File: config.mk
export PLATFORM = sky130hd
export DESIGN_NAME = spi_nor_flash_command_sequencer_core
export DESIGN_NICKNAME = d
export VERILOG_FILES = /design/src/rtl/snf_seq_pkg.sv /design/src/rtl/spi_nor_flash_command_sequencer_core.sv /design/src/rtl/snf_seq_logic.sv
export SDC_FILE = /design/constraint.sdc
export NUM_CORES = 1
export LEC_CHECK = 0
export ABC_AREA = 1
export BUFFER_PORTS_ARGS = -buffer_cell sky130_fd_sc_hd__buf_2
export CAP_MARGIN = 10
export CORE_ASPECT_RATIO = 1.25
export CORE_MARGIN = 2
export CORE_UTILIZATION = 44
export CTS_BUF_LIST = sky130_fd_sc_hd__clkbuf_16
export CTS_CLUSTER_SIZE = 14
export DETAILED_ROUTE_END_ITERATION = 7
export GPL_ROUTABILITY_DRIVEN = 0
export PLACE_DENSITY = 0.59
export SKIP_CTS_REPAIR_TIMING = 1
export SLEW_MARGIN = 20
export SYNTH_ARGS = -nofsm -noshare
export SYNTH_HDL_FRONTEND = slang
export SYNTH_HIERARCHICAL = 1
export SYNTH_SLANG_ARGS = --single-unit
File: constraint.sdc
create_clock -name clk_i -period 3.4 [get_ports clk_i]
set_clock_uncertainty 0.1 [all_clocks]
set_input_delay 0.68 -clock clk_i [delete_from_list [all_inputs] [get_ports clk_i]]
set_output_delay 0.68 -clock clk_i [all_outputs]
set_load 0.01 [all_outputs]
File: src/rtl/snf_seq_pkg.sv
`default_nettype none

package snf_seq_pkg;

  localparam int unsigned ADDRESS_BITS = 24;
  localparam int unsigned COUNT_BITS   = 24;

  localparam int unsigned IN_DATA_W  = 64;
  localparam int unsigned IN_USER_W  = 3;
  localparam int unsigned OUT_DATA_W = 40;

  typedef enum logic [2:0] {
    CMD_ID_READ   = 3'd0,
    CMD_DATA_READ = 3'd1,
    CMD_ERASE     = 3'd2,
    CMD_PROGRAM   = 3'd3,
    CMD_XCHG      = 3'd4
  } cmd_e;

  typedef enum logic [1:0] {
    OP_ID      = 2'd0,
    OP_READ    = 2'd1,
    OP_ERASE   = 2'd2,
    OP_PROGRAM = 2'd3
  } op_e;

  localparam logic [7:0] FL_READ_ID  = 8'h90;
  localparam logic [7:0] FL_READ     = 8'h03;
  localparam logic [7:0] FL_WREN     = 8'h06;
  localparam logic [7:0] FL_WRDI     = 8'h04;
  localparam logic [7:0] FL_RDSR     = 8'h05;
  localparam logic [7:0] FL_ERASE    = 8'h20;
  localparam logic [7:0] FL_PROGRAM  = 8'h02;
  localparam logic [7:0] FL_ID_ADDR0 = 8'h00;
  localparam logic [7:0] FL_ID_ADDR1 = 8'h08;
  localparam logic [7:0] FL_DUMMY    = 8'hFF;

  typedef enum logic [15:0] {
    PH_IDLE    = 16'h0001,
    PH_ID_OP   = 16'h0002,
    PH_ID_A2   = 16'h0004,
    PH_ID_A1   = 16'h0008,
    PH_ID_A0   = 16'h0010,
    PH_ID_M    = 16'h0020,
    PH_ID_D    = 16'h0040,
    PH_WREN    = 16'h0080,
    PH_OP      = 16'h0100,
    PH_A2      = 16'h0200,
    PH_A1      = 16'h0400,
    PH_A0      = 16'h0800,
    PH_DATA    = 16'h1000,
    PH_POLL_OP = 16'h2000,
    PH_POLL_ST = 16'h4000,
    PH_WRDI    = 16'h8000
  } phase_e;

  typedef struct packed {
    logic [2:0]  cmd;
    logic [23:0] flash_address;
    logic [23:0] byte_count;
    logic [7:0]  write_byte;
    logic [7:0]  miso_byte;
  } item_t;

  typedef struct packed {
    phase_e                  phase;
    op_e                     operation;
    logic [ADDRESS_BITS-1:0] address_hold;
    logic [COUNT_BITS-1:0]   bytes_left;
    logic [7:0]              maker_hold;
  } seq_state_t;

  typedef struct packed {
    logic [7:0] mosi_byte;
    logic       send_valid;
    logic       deselect_after;
    logic [7:0] read_byte;
    logic       read_valid;
    logic [7:0] maker_id;
    logic [7:0] device_id;
    logic       id_valid;
    logic       busy_res;
    logic       op_done;
  } result_t;

endpackage

`default_nettype wire

File: src/rtl/spi_nor_flash_command_sequencer_core.sv
`default_nettype none

// Serial NOR flash command sequencer. Send one request item (tuser 0..3) to
// start an ID read, data read, sector erase or page program, then one
// exchange item (tuser 4) for every byte the bus has shifted, carrying the
// byte returned by the flash. Each item gives exactly one result item naming
// the next byte to send and whether chip select rises after it, plus any read
// data, ID bytes, busy and done flags. The block sustains one item per clock
// while the output side is not stalled: an input register, combinational
// sequencer decode against the state registers, and a result register that
// holds each result until the output side takes it.
module spi_nor_flash_command_sequencer_core (
  input  wire                                  clk_i,
  input  wire                                  rst_ni,
  input  wire                                  s_axis_tvalid_i,
  output logic                                 s_axis_tready_o,
  // flash_address[23:0], byte_count[47:24], write_byte[55:48], miso_byte[63:56]
  input  wire  [snf_seq_pkg::IN_DATA_W-1:0]    s_axis_tdata_i,
  // cmd[2:0]
  input  wire  [snf_seq_pkg::IN_USER_W-1:0]    s_axis_tuser_i,
  output logic                                 m_axis_tvalid_o,
  input  wire                                  m_axis_tready_i,
  // mosi_byte[7:0], send_valid[8], deselect_after[9], read_byte[17:10],
  // read_valid[18], maker_id[26:19], device_id[34:27], id_valid[35],
  // busy_res[36], op_done[37], zero[39:38]
  output logic [snf_seq_pkg::OUT_DATA_W-1:0]   m_axis_tdata_o
);
  import snf_seq_pkg::*;

  logic       in_valid_q;
  item_t      item_q;
  seq_state_t state_q, state_d;
  result_t    res_d, res_q;
  logic       out_valid_q;
  logic       advance;

  assign advance         = !out_valid_q || m_axis_tready_i;
  assign s_axis_tready_o = !in_valid_q || advance;

  always_ff @(posedge clk_i or negedge rst_ni) begin
    if (!rst_ni) begin
      in_valid_q <= 1'b0;
    end else if (s_axis_tready_o) begin
      in_valid_q <= s_axis_tvalid_i;
    end
  end

  always_ff @(posedge clk_i) begin
    if (s_axis_tready_o && s_axis_tvalid_i) begin
      item_q.cmd           <= s_axis_tuser_i;
      item_q.flash_address <= s_axis_tdata_i[23:0];
      item_q.byte_count    <= s_axis_tdata_i[47:24];
      item_q.write_byte    <= s_axis_tdata_i[55:48];
      item_q.miso_byte     <= s_axis_tdata_i[63:56];
    end
  end

  snf_seq_logic u_logic (
    .item_i (item_q),
    .cur_i  (state_q),
    .nxt_o  (state_d),
    .res_o  (res_d)
  );

  // update state only when the decoded item moves into the result register
  always_ff @(posedge clk_i or negedge rst_ni) begin
    if (!rst_ni) begin
      state_q.phase        <= PH_IDLE;
      state_q.operation    <= OP_ID;
      state_q.address_hold <= '0;
      state_q.bytes_left   <= '0;
      state_q.maker_hold   <= '0;
      out_valid_q          <= 1'b0;
    end else if (advance) begin
      out_valid_q <= in_valid_q;
      if (in_valid_q) begin
        state_q <= state_d;
      end
    end
  end

  always_ff @(posedge clk_i) begin
    if (advance && in_valid_q) begin
      res_q <= res_d;
    end
  end

  assign m_axis_tvalid_o = out_valid_q;
  assign m_axis_tdata_o  = {2'b00, res_q.op_done, res_q.busy_res, res_q.id_valid,
                            res_q.device_id, res_q.maker_id, res_q.read_valid,
                            res_q.read_byte, res_q.deselect_after, res_q.send_valid,
                            res_q.mosi_byte};

  a_desel_needs_send : assert property (@(posedge clk_i) disable iff (!rst_ni)
    (out_valid_q && res_q.deselect_after) |-> res_q.send_valid)
    else $error("chip select release without a byte to send");

  a_done_not_busy : assert property (@(posedge clk_i) disable iff (!rst_ni)
    (out_valid_q && res_q.op_done) |-> (!res_q.busy_res && !res_q.send_valid))
    else $error("request completed while still busy or sending");

  a_id_on_done : assert property (@(posedge clk_i) disable iff (!rst_ni)
    (out_valid_q && res_q.id_valid) |-> res_q.op_done)
    else $error("identifier bytes outside the completing item");

  a_input_held : assert property (@(posedge clk_i) disable iff (!rst_ni)
    (in_valid_q && !advance) |=> (in_valid_q && $stable(item_q)))
    else $error("stalled input item lost");

endmodule

`default_nettype wire

File: src/rtl/snf_seq_logic.sv
`default_nettype none

module snf_seq_logic (
  input  snf_seq_pkg::item_t      item_i,
  input  snf_seq_pkg::seq_state_t cur_i,
  output snf_seq_pkg::seq_state_t nxt_o,
  output snf_seq_pkg::result_t    res_o
);
  import snf_seq_pkg::*;

  logic [COUNT_BITS-1:0] bytes_dec;
  logic                  last_addr_ends;

  assign bytes_dec      = cur_i.bytes_left - COUNT_BITS'(1);
  assign last_addr_ends = (cur_i.operation == OP_ERASE) || (cur_i.bytes_left == '0);

  always_comb begin
    nxt_o = cur_i;
    res_o = '0;

    if (cur_i.phase == PH_IDLE) begin
      if (item_i.cmd <= CMD_PROGRAM) begin
        nxt_o.operation    = op_e'(item_i.cmd[1:0]);
        nxt_o.address_hold = ADDRESS_BITS'(item_i.flash_address);
        nxt_o.bytes_left   = COUNT_BITS'(item_i.byte_count);
        res_o.send_valid   = 1'b1;
        case (item_i.cmd)
          CMD_ID_READ: begin
            res_o.mosi_byte = FL_READ_ID;
            nxt_o.phase     = PH_ID_OP;
          end
          CMD_DATA_READ: begin
            res_o.mosi_byte = FL_READ;
            nxt_o.phase     = PH_OP;
          end
          default: begin
            res_o.mosi_byte      = FL_WREN;
            res_o.deselect_after = 1'b1;
            nxt_o.phase          = PH_WREN;
          end
        endcase
      end
    end else if (item_i.cmd == CMD_XCHG) begin
      case (cur_i.phase)
        PH_ID_OP: begin
          res_o.send_valid = 1'b1;
          res_o.mosi_byte  = FL_ID_ADDR0;
          nxt_o.phase      = PH_ID_A2;
        end
        PH_ID_A2: begin
          res_o.send_valid = 1'b1;
          res_o.mosi_byte  = FL_ID_ADDR0;
          nxt_o.phase      = PH_ID_A1;
        end
        PH_ID_A1: begin
          res_o.send_valid = 1'b1;
          res_o.mosi_byte  = FL_ID_ADDR0;
          nxt_o.phase      = PH_ID_A0;
        end
        PH_ID_A0: begin
          res_o.send_valid = 1'b1;
          res_o.mosi_byte  = FL_ID_ADDR1;
          nxt_o.phase      = PH_ID_M;
        end
        PH_ID_M: begin
          // clock out the device id byte while keeping the maker id
          nxt_o.maker_hold     = item_i.miso_byte;
          res_o.send_valid     = 1'b1;
          res_o.mosi_byte      = FL_WRDI;
          res_o.deselect_after = 1'b1;
          nxt_o.phase          = PH_ID_D;
        end
        PH_ID_D: begin
          res_o.maker_id  = cur_i.maker_hold;
          res_o.device_id = item_i.miso_byte;
          res_o.id_valid  = 1'b1;
          res_o.op_done   = 1'b1;
          nxt_o.phase     = PH_IDLE;
        end
        PH_WREN: begin
          res_o.send_valid = 1'b1;
          res_o.mosi_byte  = (cur_i.operation == OP_ERASE) ? FL_ERASE : FL_PROGRAM;
          nxt_o.phase      = PH_OP;
        end
        PH_OP: begin
          res_o.send_valid = 1'b1;
          res_o.mosi_byte  = cur_i.address_hold[23:16];
          nxt_o.phase      = PH_A2;
        end
        PH_A2: begin
          res_o.send_valid = 1'b1;
          res_o.mosi_byte  = cur_i.address_hold[15:8];
          nxt_o.phase      = PH_A1;
        end
        PH_A1: begin
          res_o.send_valid     = 1'b1;
          res_o.mosi_byte      = cur_i.address_hold[7:0];
          res_o.deselect_after = last_addr_ends;
          nxt_o.phase          = PH_A0;
        end
        PH_A0, PH_DATA: begin
          if ((cur_i.phase == PH_DATA) && (cur_i.operation == OP_READ)) begin
            res_o.read_byte  = item_i.miso_byte;
            res_o.read_valid = 1'b1;
          end
          if ((cur_i.phase == PH_A0) ? last_addr_ends : (cur_i.bytes_left == '0)) begin
            if (cur_i.operation == OP_READ) begin
              res_o.op_done = 1'b1;
              nxt_o.phase   = PH_IDLE;
            end else begin
              res_o.send_valid = 1'b1;
              res_o.mosi_byte  = FL_RDSR;
              nxt_o.phase      = PH_POLL_OP;
            end
          end else begin
            nxt_o.bytes_left     = bytes_dec;
            res_o.send_valid     = 1'b1;
            res_o.mosi_byte      = (cur_i.operation == OP_READ) ? FL_DUMMY : item_i.write_byte;
            res_o.deselect_after = (bytes_dec == '0);
            nxt_o.phase          = PH_DATA;
          end
        end
        PH_POLL_OP: begin
          res_o.send_valid     = 1'b1;
          res_o.mosi_byte      = FL_DUMMY;
          res_o.deselect_after = 1'b1;
          nxt_o.phase          = PH_POLL_ST;
        end
        PH_POLL_ST: begin
          res_o.send_valid = 1'b1;
          // poll again while the write-in-progress bit is set
          if (item_i.miso_byte[0]) begin
            res_o.mosi_byte = FL_RDSR;
            nxt_o.phase     = PH_POLL_OP;
          end else begin
            res_o.mosi_byte      = FL_WRDI;
            res_o.deselect_after = 1'b1;
            nxt_o.phase          = PH_WRDI;
          end
        end
        PH_WRDI: begin
          res_o.op_done = 1'b1;
          nxt_o.phase   = PH_IDLE;
        end
        default: begin
          nxt_o.phase = PH_IDLE;
        end
      endcase
    end

    res_o.busy_res = (nxt_o.phase != PH_IDLE);
  end

endmodule

`default_nettype wire

==> results of run 1 <==
[placed cells by master (no fill, tap or decap), types with 5 or more instances in the layout]
cell	synthesis	layout
nand2_4	6	6
o22ai_1	11	11
o21ai_0	57	57
inv_1	98	97
nor2_2	13	12
a22oi_1	19	19
buf_2	24	109
nand4_1	10	10
nor3_1	7	7
nor2_1	132	132
inv_2	5	6
nand2_2	8	10
nor2_4	4	5
buf_4	7	9
nand3b_1	5	5
nand3_1	120	120
inv_8	0	6
dfrtp_1	75	74
nand2_1	333	331
clkbuf_16	0	17
a21oi_1	15	15
o21ai_1	29	29
edfxtp_1	105	105
[metrics by stage]
step                      util [%]  hold slack, ns  instances  worst slack (ns)
after floorplan                  -          0.2844       1127            0.6220
after global placement       48.46          0.3532       1475            0.8310
after detailed placement     48.46          0.3582       1475            0.7805
after CTS                    51.27          0.2995       1507            0.7547
after global routing         51.28          0.2263       1507            0.4862
final                        51.28          0.1706       1507            0.7211
[registers in the layout, indices dropped and copies added, names as in the netlist]
name	flops
m_axis_tvalid_o	1
item_q	67
m_axis_tdata_o	38
in_valid_q	1
state_q	74
[routing by layer]
metal / part of all wire (%) / wire, um / vias up / track usage, %
met5: 0 / 0 / - / 0
met4: 2.3 / 562 / 0 / 7.971
li1: - / - / 3916 / -
met2: 49 / 12030 / 269 / 36.72
met3: 4.9 / 1202 / 39 / 3.071
met1: 43 / 10560 / 3711 / 29.83
[synth_stat cells (2+ instances only)]
| cell type | number |
|---|---|
| buf_4 | 7 |
| nor2_1 | 132 |
| buf_1 | 3 |
| nor2_2 | 13 |
| clkbuf_1 | 4 |
| a22oi_1 | 19 |
| nor2_4 | 4 |
| nand3_1 | 120 |
| nand4_1 | 10 |
| dfrtp_1 | 75 |
| o22ai_1 | 11 |
| o31ai_1 | 3 |
| nor3_1 | 7 |
| buf_2 | 24 |
| ha_1 | 3 |
| nand2_4 | 6 |
| o211ai_1 | 2 |
| nand2_2 | 8 |
| buf_6 | 9 |
| nor3_2 | 2 |
| edfxtp_1 | 105 |
| nor4_1 | 2 |
| nand3b_1 | 5 |
| nand2_1 | 333 |
| o21ai_0 | 57 |
| a21oi_1 | 15 |
| inv_2 | 5 |
| xor2_1 | 2 |
| o21ai_1 | 29 |
| inv_1 | 98 |
| nand3_4 | 2 |
[where the power goes]
| group | total (mW) | leakage, nW | switching (mW) | internal [mW] |
|---|---|---|---|---|
| Combinational | 3.23 | 2.64 | 2.23 | 0.996 |
| Sequential | 3.16 | 2.04 | 0.377 | 2.79 |
| Clock | 1.94 | 0.283 | 0.956 | 0.985 |
| Total | 8.33 | 4.97 | 3.57 | 4.77 |
[final cells by class]
class | instances | area [sq um]
clock buffers | 17 | 425.4
clock inverters | 15 | 162.7
fillers | 2057 | 10210
inverters | 103 | 386.6
multi-input cells | 796 | 3712
flip-flops and latches | 181 | 5057
well taps | 274 | 342.8
repair buffers | 121 | 664.4
[critical path: cells and delay by family (launching register included)]
kind | cells | cell delay (ns)
AND/OR/NAND/NOR | 13 | 2.10
flip-flops | 1 | 0.41
[worst max-delay path by stage]
stage	from	to	slack, ns	cells after the start
after floorplan	m_axis_tready_i	item_q[0]$_DFFE_PP_	0.62	4
after global placement	state_q[62]$_DFFE_PN0P_	state_q[13]$_DFFE_PN0P_	0.83	12
after detailed placement	state_q[62]$_DFFE_PN0P_	state_q[13]$_DFFE_PN0P_	0.78	12
after CTS	state_q[59]$_DFFE_PN0P_	state_q[14]$_DFFE_PN0P_	0.75	13
after global routing	state_q[64]$_DFFE_PN0P_	state_q[13]$_DFFE_PN0P_	0.49	12
final	state_q[59]$_DFFE_PN0P_	state_q[14]$_DFFE_PN0P_	0.72	13
[kinds of logic (layout without fill, tap and decap cells)]
group,after synthesis,after routing
AO/OA/AOI/OAI,142,142
XOR/XNOR,2,2
adder cells (fa/ha/maj),3,3
buffers and inverters,150,256
flip-flops,181,181
other,1,2
AND/OR/NAND/NOR,647,647
==> flow_metrics.env, run 1 <==
export IMPL_max_cap_violations=0
export IMPL_insertion_delay_ns=0.43
export IMPL_drive_above_1_share_pct=16.30
export IMPL_overflow=0
export IMPL_slew_headroom_pct=41.00
export IMPL_synth_async_reset_ratio_pct=41.99
export IMPL_vias=7935
export IMPL_crit_fanout=33
export IMPL_synth_main_ff_cell="edfxtp_1"
export IMPL_final_area_sq_mm=0.01075
export IMPL_synth_edf_count=105
export IMPL_wl_per_cell_um=16.16
export IMPL_cts_sinks=181
export IMPL_grt_pass1_wl_um=39340
export IMPL_cts_tree="yes"
export IMPL_cts_root_buf="clkbuf_16"
export IMPL_yosys_area_top_type="edfxtp_1"
export IMPL_port_buffers=110
export IMPL_drc=0
export IMPL_antenna_found_initial=0
export IMPL_placed_area_sq_mm=0.01016
export IMPL_final_max_slew_viol_count=0
export IMPL_path_cells="nor2_1 > nand2_2 > nor2_4 > nand2_2 > nand2_4 > nand3_4 > nor2_8 > nand3_1 > nand2_1 > nand2_1 > nand3_1 > nand3_1 > nand2_1"
export IMPL_ff2ff_path_depth=13
export IMPL_yosysSeqAreaShare_pct=53.55
export IMPL_end_kind="flop"
export IMPL_chipHeight_um=167.8
export IMPL_ys_ff_latch=181
export IMPL_cts_htree_levels=4
export IMPL_yosysWarnings=6
export IMPL_cp_required_ns=3.67
export IMPL_synth_cell_types=42
export IMPL_diodes=0
export IMPL_dr_pass1_iters=5
export IMPL_hold_violations=0
export IMPL_yosys_area_top_type_share_pct=33.40
export IMPL_grt_max_degree=77
export IMPL_initial_core_util_pct=45.03
export IMPL_muxShareOfSynthArea_pct=0
export IMPL_r2r_start="state_q[59]$_DFFE_PN0P_"
export IMPL_synth_avg_cell_area_sq_um=8.385
export IMPL_grtUsageTotal_pct=22.16
export IMPL_syn_inst=1126
export IMPL_cts_buffers=17
export IMPL_post_route_period_util_pct=78.79
export IMPL_grt_pass1_vias=7579
export IMPL_setup_worst_path_start_class="flop"
export IMPL_crit_type="reg2reg"
export IMPL_ys_top_cells_by_area="edfxtp_1, dfrtp_1, nand2_1"
export IMPL_area_growth_synth_to_final_pct=13.88
export IMPL_core_area_sq_mm=0.02097
export IMPL_synth_top_family_by_area="simple AND/OR/NAND/NOR gates"
export IMPL_p_leak_nw=4.966
export IMPL_worstReg2RegEnd="state_q[14]$_DFFE_PN0P_"
export IMPL_power_mw=8.333
export IMPL_hp_class="in2async"
export IMPL_clockBufferDepth=2
export IMPL_std_cell_rows=59
export IMPL_crit_arrival_ns=2.95
export IMPL_netlist_area_sq_mm=0.009442
export IMPL_die_area_sq_mm=0.02265
export IMPL_fin_nets=1294
export IMPL_clk_pin_slew_ns=0.08
export IMPL_setup_viol=0
export IMPL_synth_xor_area_share_pct=0.1855
export IMPL_vias_per_cell=5.265
export IMPL_die_x_um=135.0
export IMPL_peakVddDrop_mv=0.3920
export IMPL_worst_slew_pin_slew_ns=0.8850
export IMPL_antenna_left=0
export IMPL_pin_count=113
export IMPL_r2r_slack_ns=0.72
export IMPL_tns_ns=0
export IMPL_power_density_mw_per_mm2=775.1
export IMPL_min_period_ns=2.679
export IMPL_outcome="finished clean"
export IMPL_cp_slowest_cell="dfrtp_1"
export IMPL_synth_compound_area_share_pct=8.495
export IMPL_dr_first_iter_drc_count=647
export IMPL_synthSimpleGateAreaFrac_pct=30.06
export IMPL_rsz0062_at_grt="false"
export IMPL_slowest_delay_ns=0.41
export IMPL_drt_wl_total_um=24350
export IMPL_dp_hpwl_um=16370
export IMPL_yosys_area_share_adder_pct=0.3976
export IMPL_max_freq_ghz=0.3733
(Power assumes the default switching activity.)
==> run 2, diff against run 1 <==
- ABC_AREA: 1 -> 0
- clock period: 3.4 -> 2.7 ns (I/O delays scaled with it)
==> run 2 against run 1 <==
  * The run now ends with setup timing left
  * Critical endpoint is now state_q[29]$_DFFE_PN0P_
  * Routed wire length decreased by 5.1%
  * Utilization increased by 6.8 points
  * Final cell count decreased by 12%
  * Critical path depth decreased by 3
  * Via count decreased by 9.3%
  * Die area decreased by 0.88%
  * Design area increased by 12%
  * Clock power increased by 33%
  * Flip-flop and latch count unchanged
  * Global-route usage decreased by 1.2 points
  * Sequential power increased by 21%
  * Setup slack got worse by 0.82 ns
==> flow_metrics.env, run 2 <==
export IMPL_cts_root_buf="clkbuf_16"
export IMPL_largest_reg_flops=74
export IMPL_ys_ff_latch=181
export IMPL_synth_edf_count=105
export IMPL_crit_arrival_ns=3.02
export IMPL_max_cap_violations=0
export IMPL_worstReg2RegEnd="state_q[29]$_DFFE_PN0P_"
export IMPL_setup_viol=27
export IMPL_cts_buffers=17
export IMPL_wl_per_cell_um=17.34
export IMPL_p_leak_nw=5.246
export IMPL_end_kind="flop"
export IMPL_grt_pass1_wl_um=36400
export IMPL_netlist_area_sq_mm=0.009356
export IMPL_diodes=0
export IMPL_pwr_share_seq_pct=38.7
export IMPL_p_int_mw=6.686
export IMPL_yosysWarnings=6
export IMPL_dp_hpwl_um=16460
export IMPL_min_period_ns=2.798
export IMPL_finalWorstSetupSlack_ns=-0.09841
export IMPL_synth_async_reset_ratio_pct=41.99
export IMPL_grt_max_degree=68
export IMPL_clkPwrFrac_pct=26.1
export IMPL_tns_ns=-1.682
export IMPL_layout_common_cells="buf_4, nand2_1, buf_2, edfxtp_1, dfrtp_1"
export IMPL_synth_main_ff_cell="edfxtp_1"
export IMPL_worst_slew_pin_slew_ns=0.5210
export IMPL_final_max_slew_viol_count=0
export IMPL_insertion_delay_ns=0.43
export IMPL_outcome="finished, violations left"
export IMPL_yosys_area_top_type="edfxtp_1"
export IMPL_cts_sinks=181
export IMPL_r2r_slack_ns=-0.1
export IMPL_final_common_cell="buf_4"
export IMPL_cp_required_ns=2.92
export IMPL_overflow=0
export IMPL_grt_pass1_vias=6807
export IMPL_die_area_sq_mm=0.02245
export IMPL_fin_hold_ws_ns=0.1734
export IMPL_antenna_left=0
export IMPL_ff2ff_path_depth=10
export IMPL_r2r_start="state_q[70]$_DFFE_PN0P_"
export IMPL_clockBufferDepth=2
export IMPL_top_register="state_q"
export IMPL_max_freq_ghz=0.3573
export IMPL_p_comb_share_pct=35.2
export IMPL_hp_class="in2reg"
export IMPL_dr_pass1_iters=5
export IMPL_synthMostInstantiatedCell="nand2_1"
export IMPL_rsz0062_at_grt="true"
export IMPL_switchingPower_mw=3.223
export IMPL_antenna_found_initial=0
export IMPL_synth_avg_cell_area_sq_um=11.48
export IMPL_grtUsageTotal_pct=20.94
export IMPL_dr_first_iter_drc_count=464
export IMPL_std_cell_rows=59
export IMPL_area_growth_synth_to_final_pct=29.26
export IMPL_drt_wl_total_um=23110
export IMPL_hold_violations=0
export IMPL_cts_tree="yes"
export IMPL_synth_cell_types=73
export IMPL_chipHeight_um=167.0
export IMPL_drc=0
export IMPL_violations="setup timing"
export IMPL_dp_slack_ns=-0.1860
export IMPL_ys_top_cells_by_area="edfxtp_1, dfrtp_1, mux2_4"
export IMPL_die_x_um=134.4
export IMPL_ys_top_cells_by_count="nand2_1, edfxtp_1, dfrtp_1"
export IMPL_syn_inst=815
export IMPL_switching_share_pct=32.53
export IMPL_crit_type="reg2reg"
export IMPL_slew_headroom_pct=64.94
export IMPL_peakVddDrop_mv=0.5217
export IMPL_post_route_period_util_pct=103.6
export IMPL_crit_fanout=7
export IMPL_yosys_area_top_type_share_pct=33.70
export IMPL_core_area_sq_mm=0.02082
export IMPL_vias_per_cell=5.401
export IMPL_vias=7200
export IMPL_fin_nets=1120
export IMPL_initial_core_util_pct=44.95
export IMPL_drive_above_1_share_pct=40.79
export IMPL_yosysSeqAreaShare_pct=54.04
export IMPL_crit_end="state_q[29]$_DFFE_PN0P_"
export IMPL_critPathLaunch="state_q[70]$_DFFE_PN0P_"
export IMPL_power_density_mw_per_mm2=819.3
export IMPL_setup_worst_path_start_class="flop"
export IMPL_clk_pin_slew_ns=0.07
export IMPL_pin_count=113
export IMPL_cts_htree_levels=4
export IMPL_port_buffers=110
-- run 2: cell types whose count changed after synthesis, sizes merged, moves of 57 or more --
cell,delta
inv,-93
nand3,-109
nand2,-220
nor2,-91
o21ai,-57
mux2,+86
-- run 2: power groups by stage --
stage               sequential, mW  clock (mW)  combinational (mW)
floorplan                     3.84           0                2.11
global placement              3.85           0                3.32
detailed placement            3.87           0                3.36
CTS                           3.82        2.65                3.38
global route                  3.90        2.75                3.81
finish                        3.83        2.58                3.49
-- run 2: layer usage --
metal	GRT usage, %	wire length, um	share of wire, %
met1	28.09	10050	43
met2	34.18	11420	49
met3	3.135	1055	4.6
met4	8.192	590	2.6
met5	0	0	0
-- run 2: stage by stage --
step | total power [mW] | cell area [sq um] | utilization (%) | instances
2_1_floorplan | 5.946 | 9517 | - | 816
3_3_place_gp | 7.176 | 11260 | 54.09 | 1296
3_5_place_dp | 7.236 | 11260 | 54.09 | 1296
4_1_cts | 9.859 | 11880 | 57.06 | 1328
5_1_grt | 10.46 | 12090 | 58.10 | 1333
6_report | 9.909 | 12090 | 58.10 | 1333
-- run 2: worst min-delay path by stage --
| stage | start | endpoint | cells after the start |
|---|---|---|---|
| 2_1_floorplan | rst_ni | in_valid_q$_DFFE_PN0P_ | 0 |
| 3_3_place_gp | state_q[0]$_DFFE_PN0P_ | state_q[0]$_DFFE_PN0P_ | 1 |
| 3_5_place_dp | rst_ni | state_q[37]$_DFFE_PN0P_ | 1 |
| 4_1_cts | rst_ni | state_q[37]$_DFFE_PN0P_ | 1 |
| 5_1_grt | s_axis_tdata_i[11] | item_q[51]$_DFFE_PP_ | 1 |
| 6_report | s_axis_tdata_i[8] | item_q[48]$_DFFE_PP_ | 1 |
-- run 2: worst max-delay path, stage by stage (launching register included) --
cell and delay (ns):
dfrtp_1 0.40, or4_4 0.58, buf_6 0.16, nor4_4 0.19, a22o_1 0.23, or3_4 0.17
buf_12 0.14, nor3_4 0.05, a311o_1 0.27, o211a_1 0.13, mux2_4 0.26
-- run 2: cells by family after synthesis --
logic type               synth area share (%)
adder cells (fa/ha/maj)                0.4012
flip-flops                              54.04
AO/OA/AOI/OAI                           9.147
XOR/XNOR                               0.9360
AND/OR/NAND/NOR                         18.86
other                                 0.04008
multiplexers                            12.64
buffers and inverters                   3.945
-- run 2: area by class of cell --
cell class	instances	area [sq um]
clock inverters	14	166.4
well taps	274	342.8
multi-input cells	574	4203
flip-flops and latches	181	5057
clock buffers	18	450.4
fillers	1763	8723
repair buffers	262	1837
inverters	10	37.54
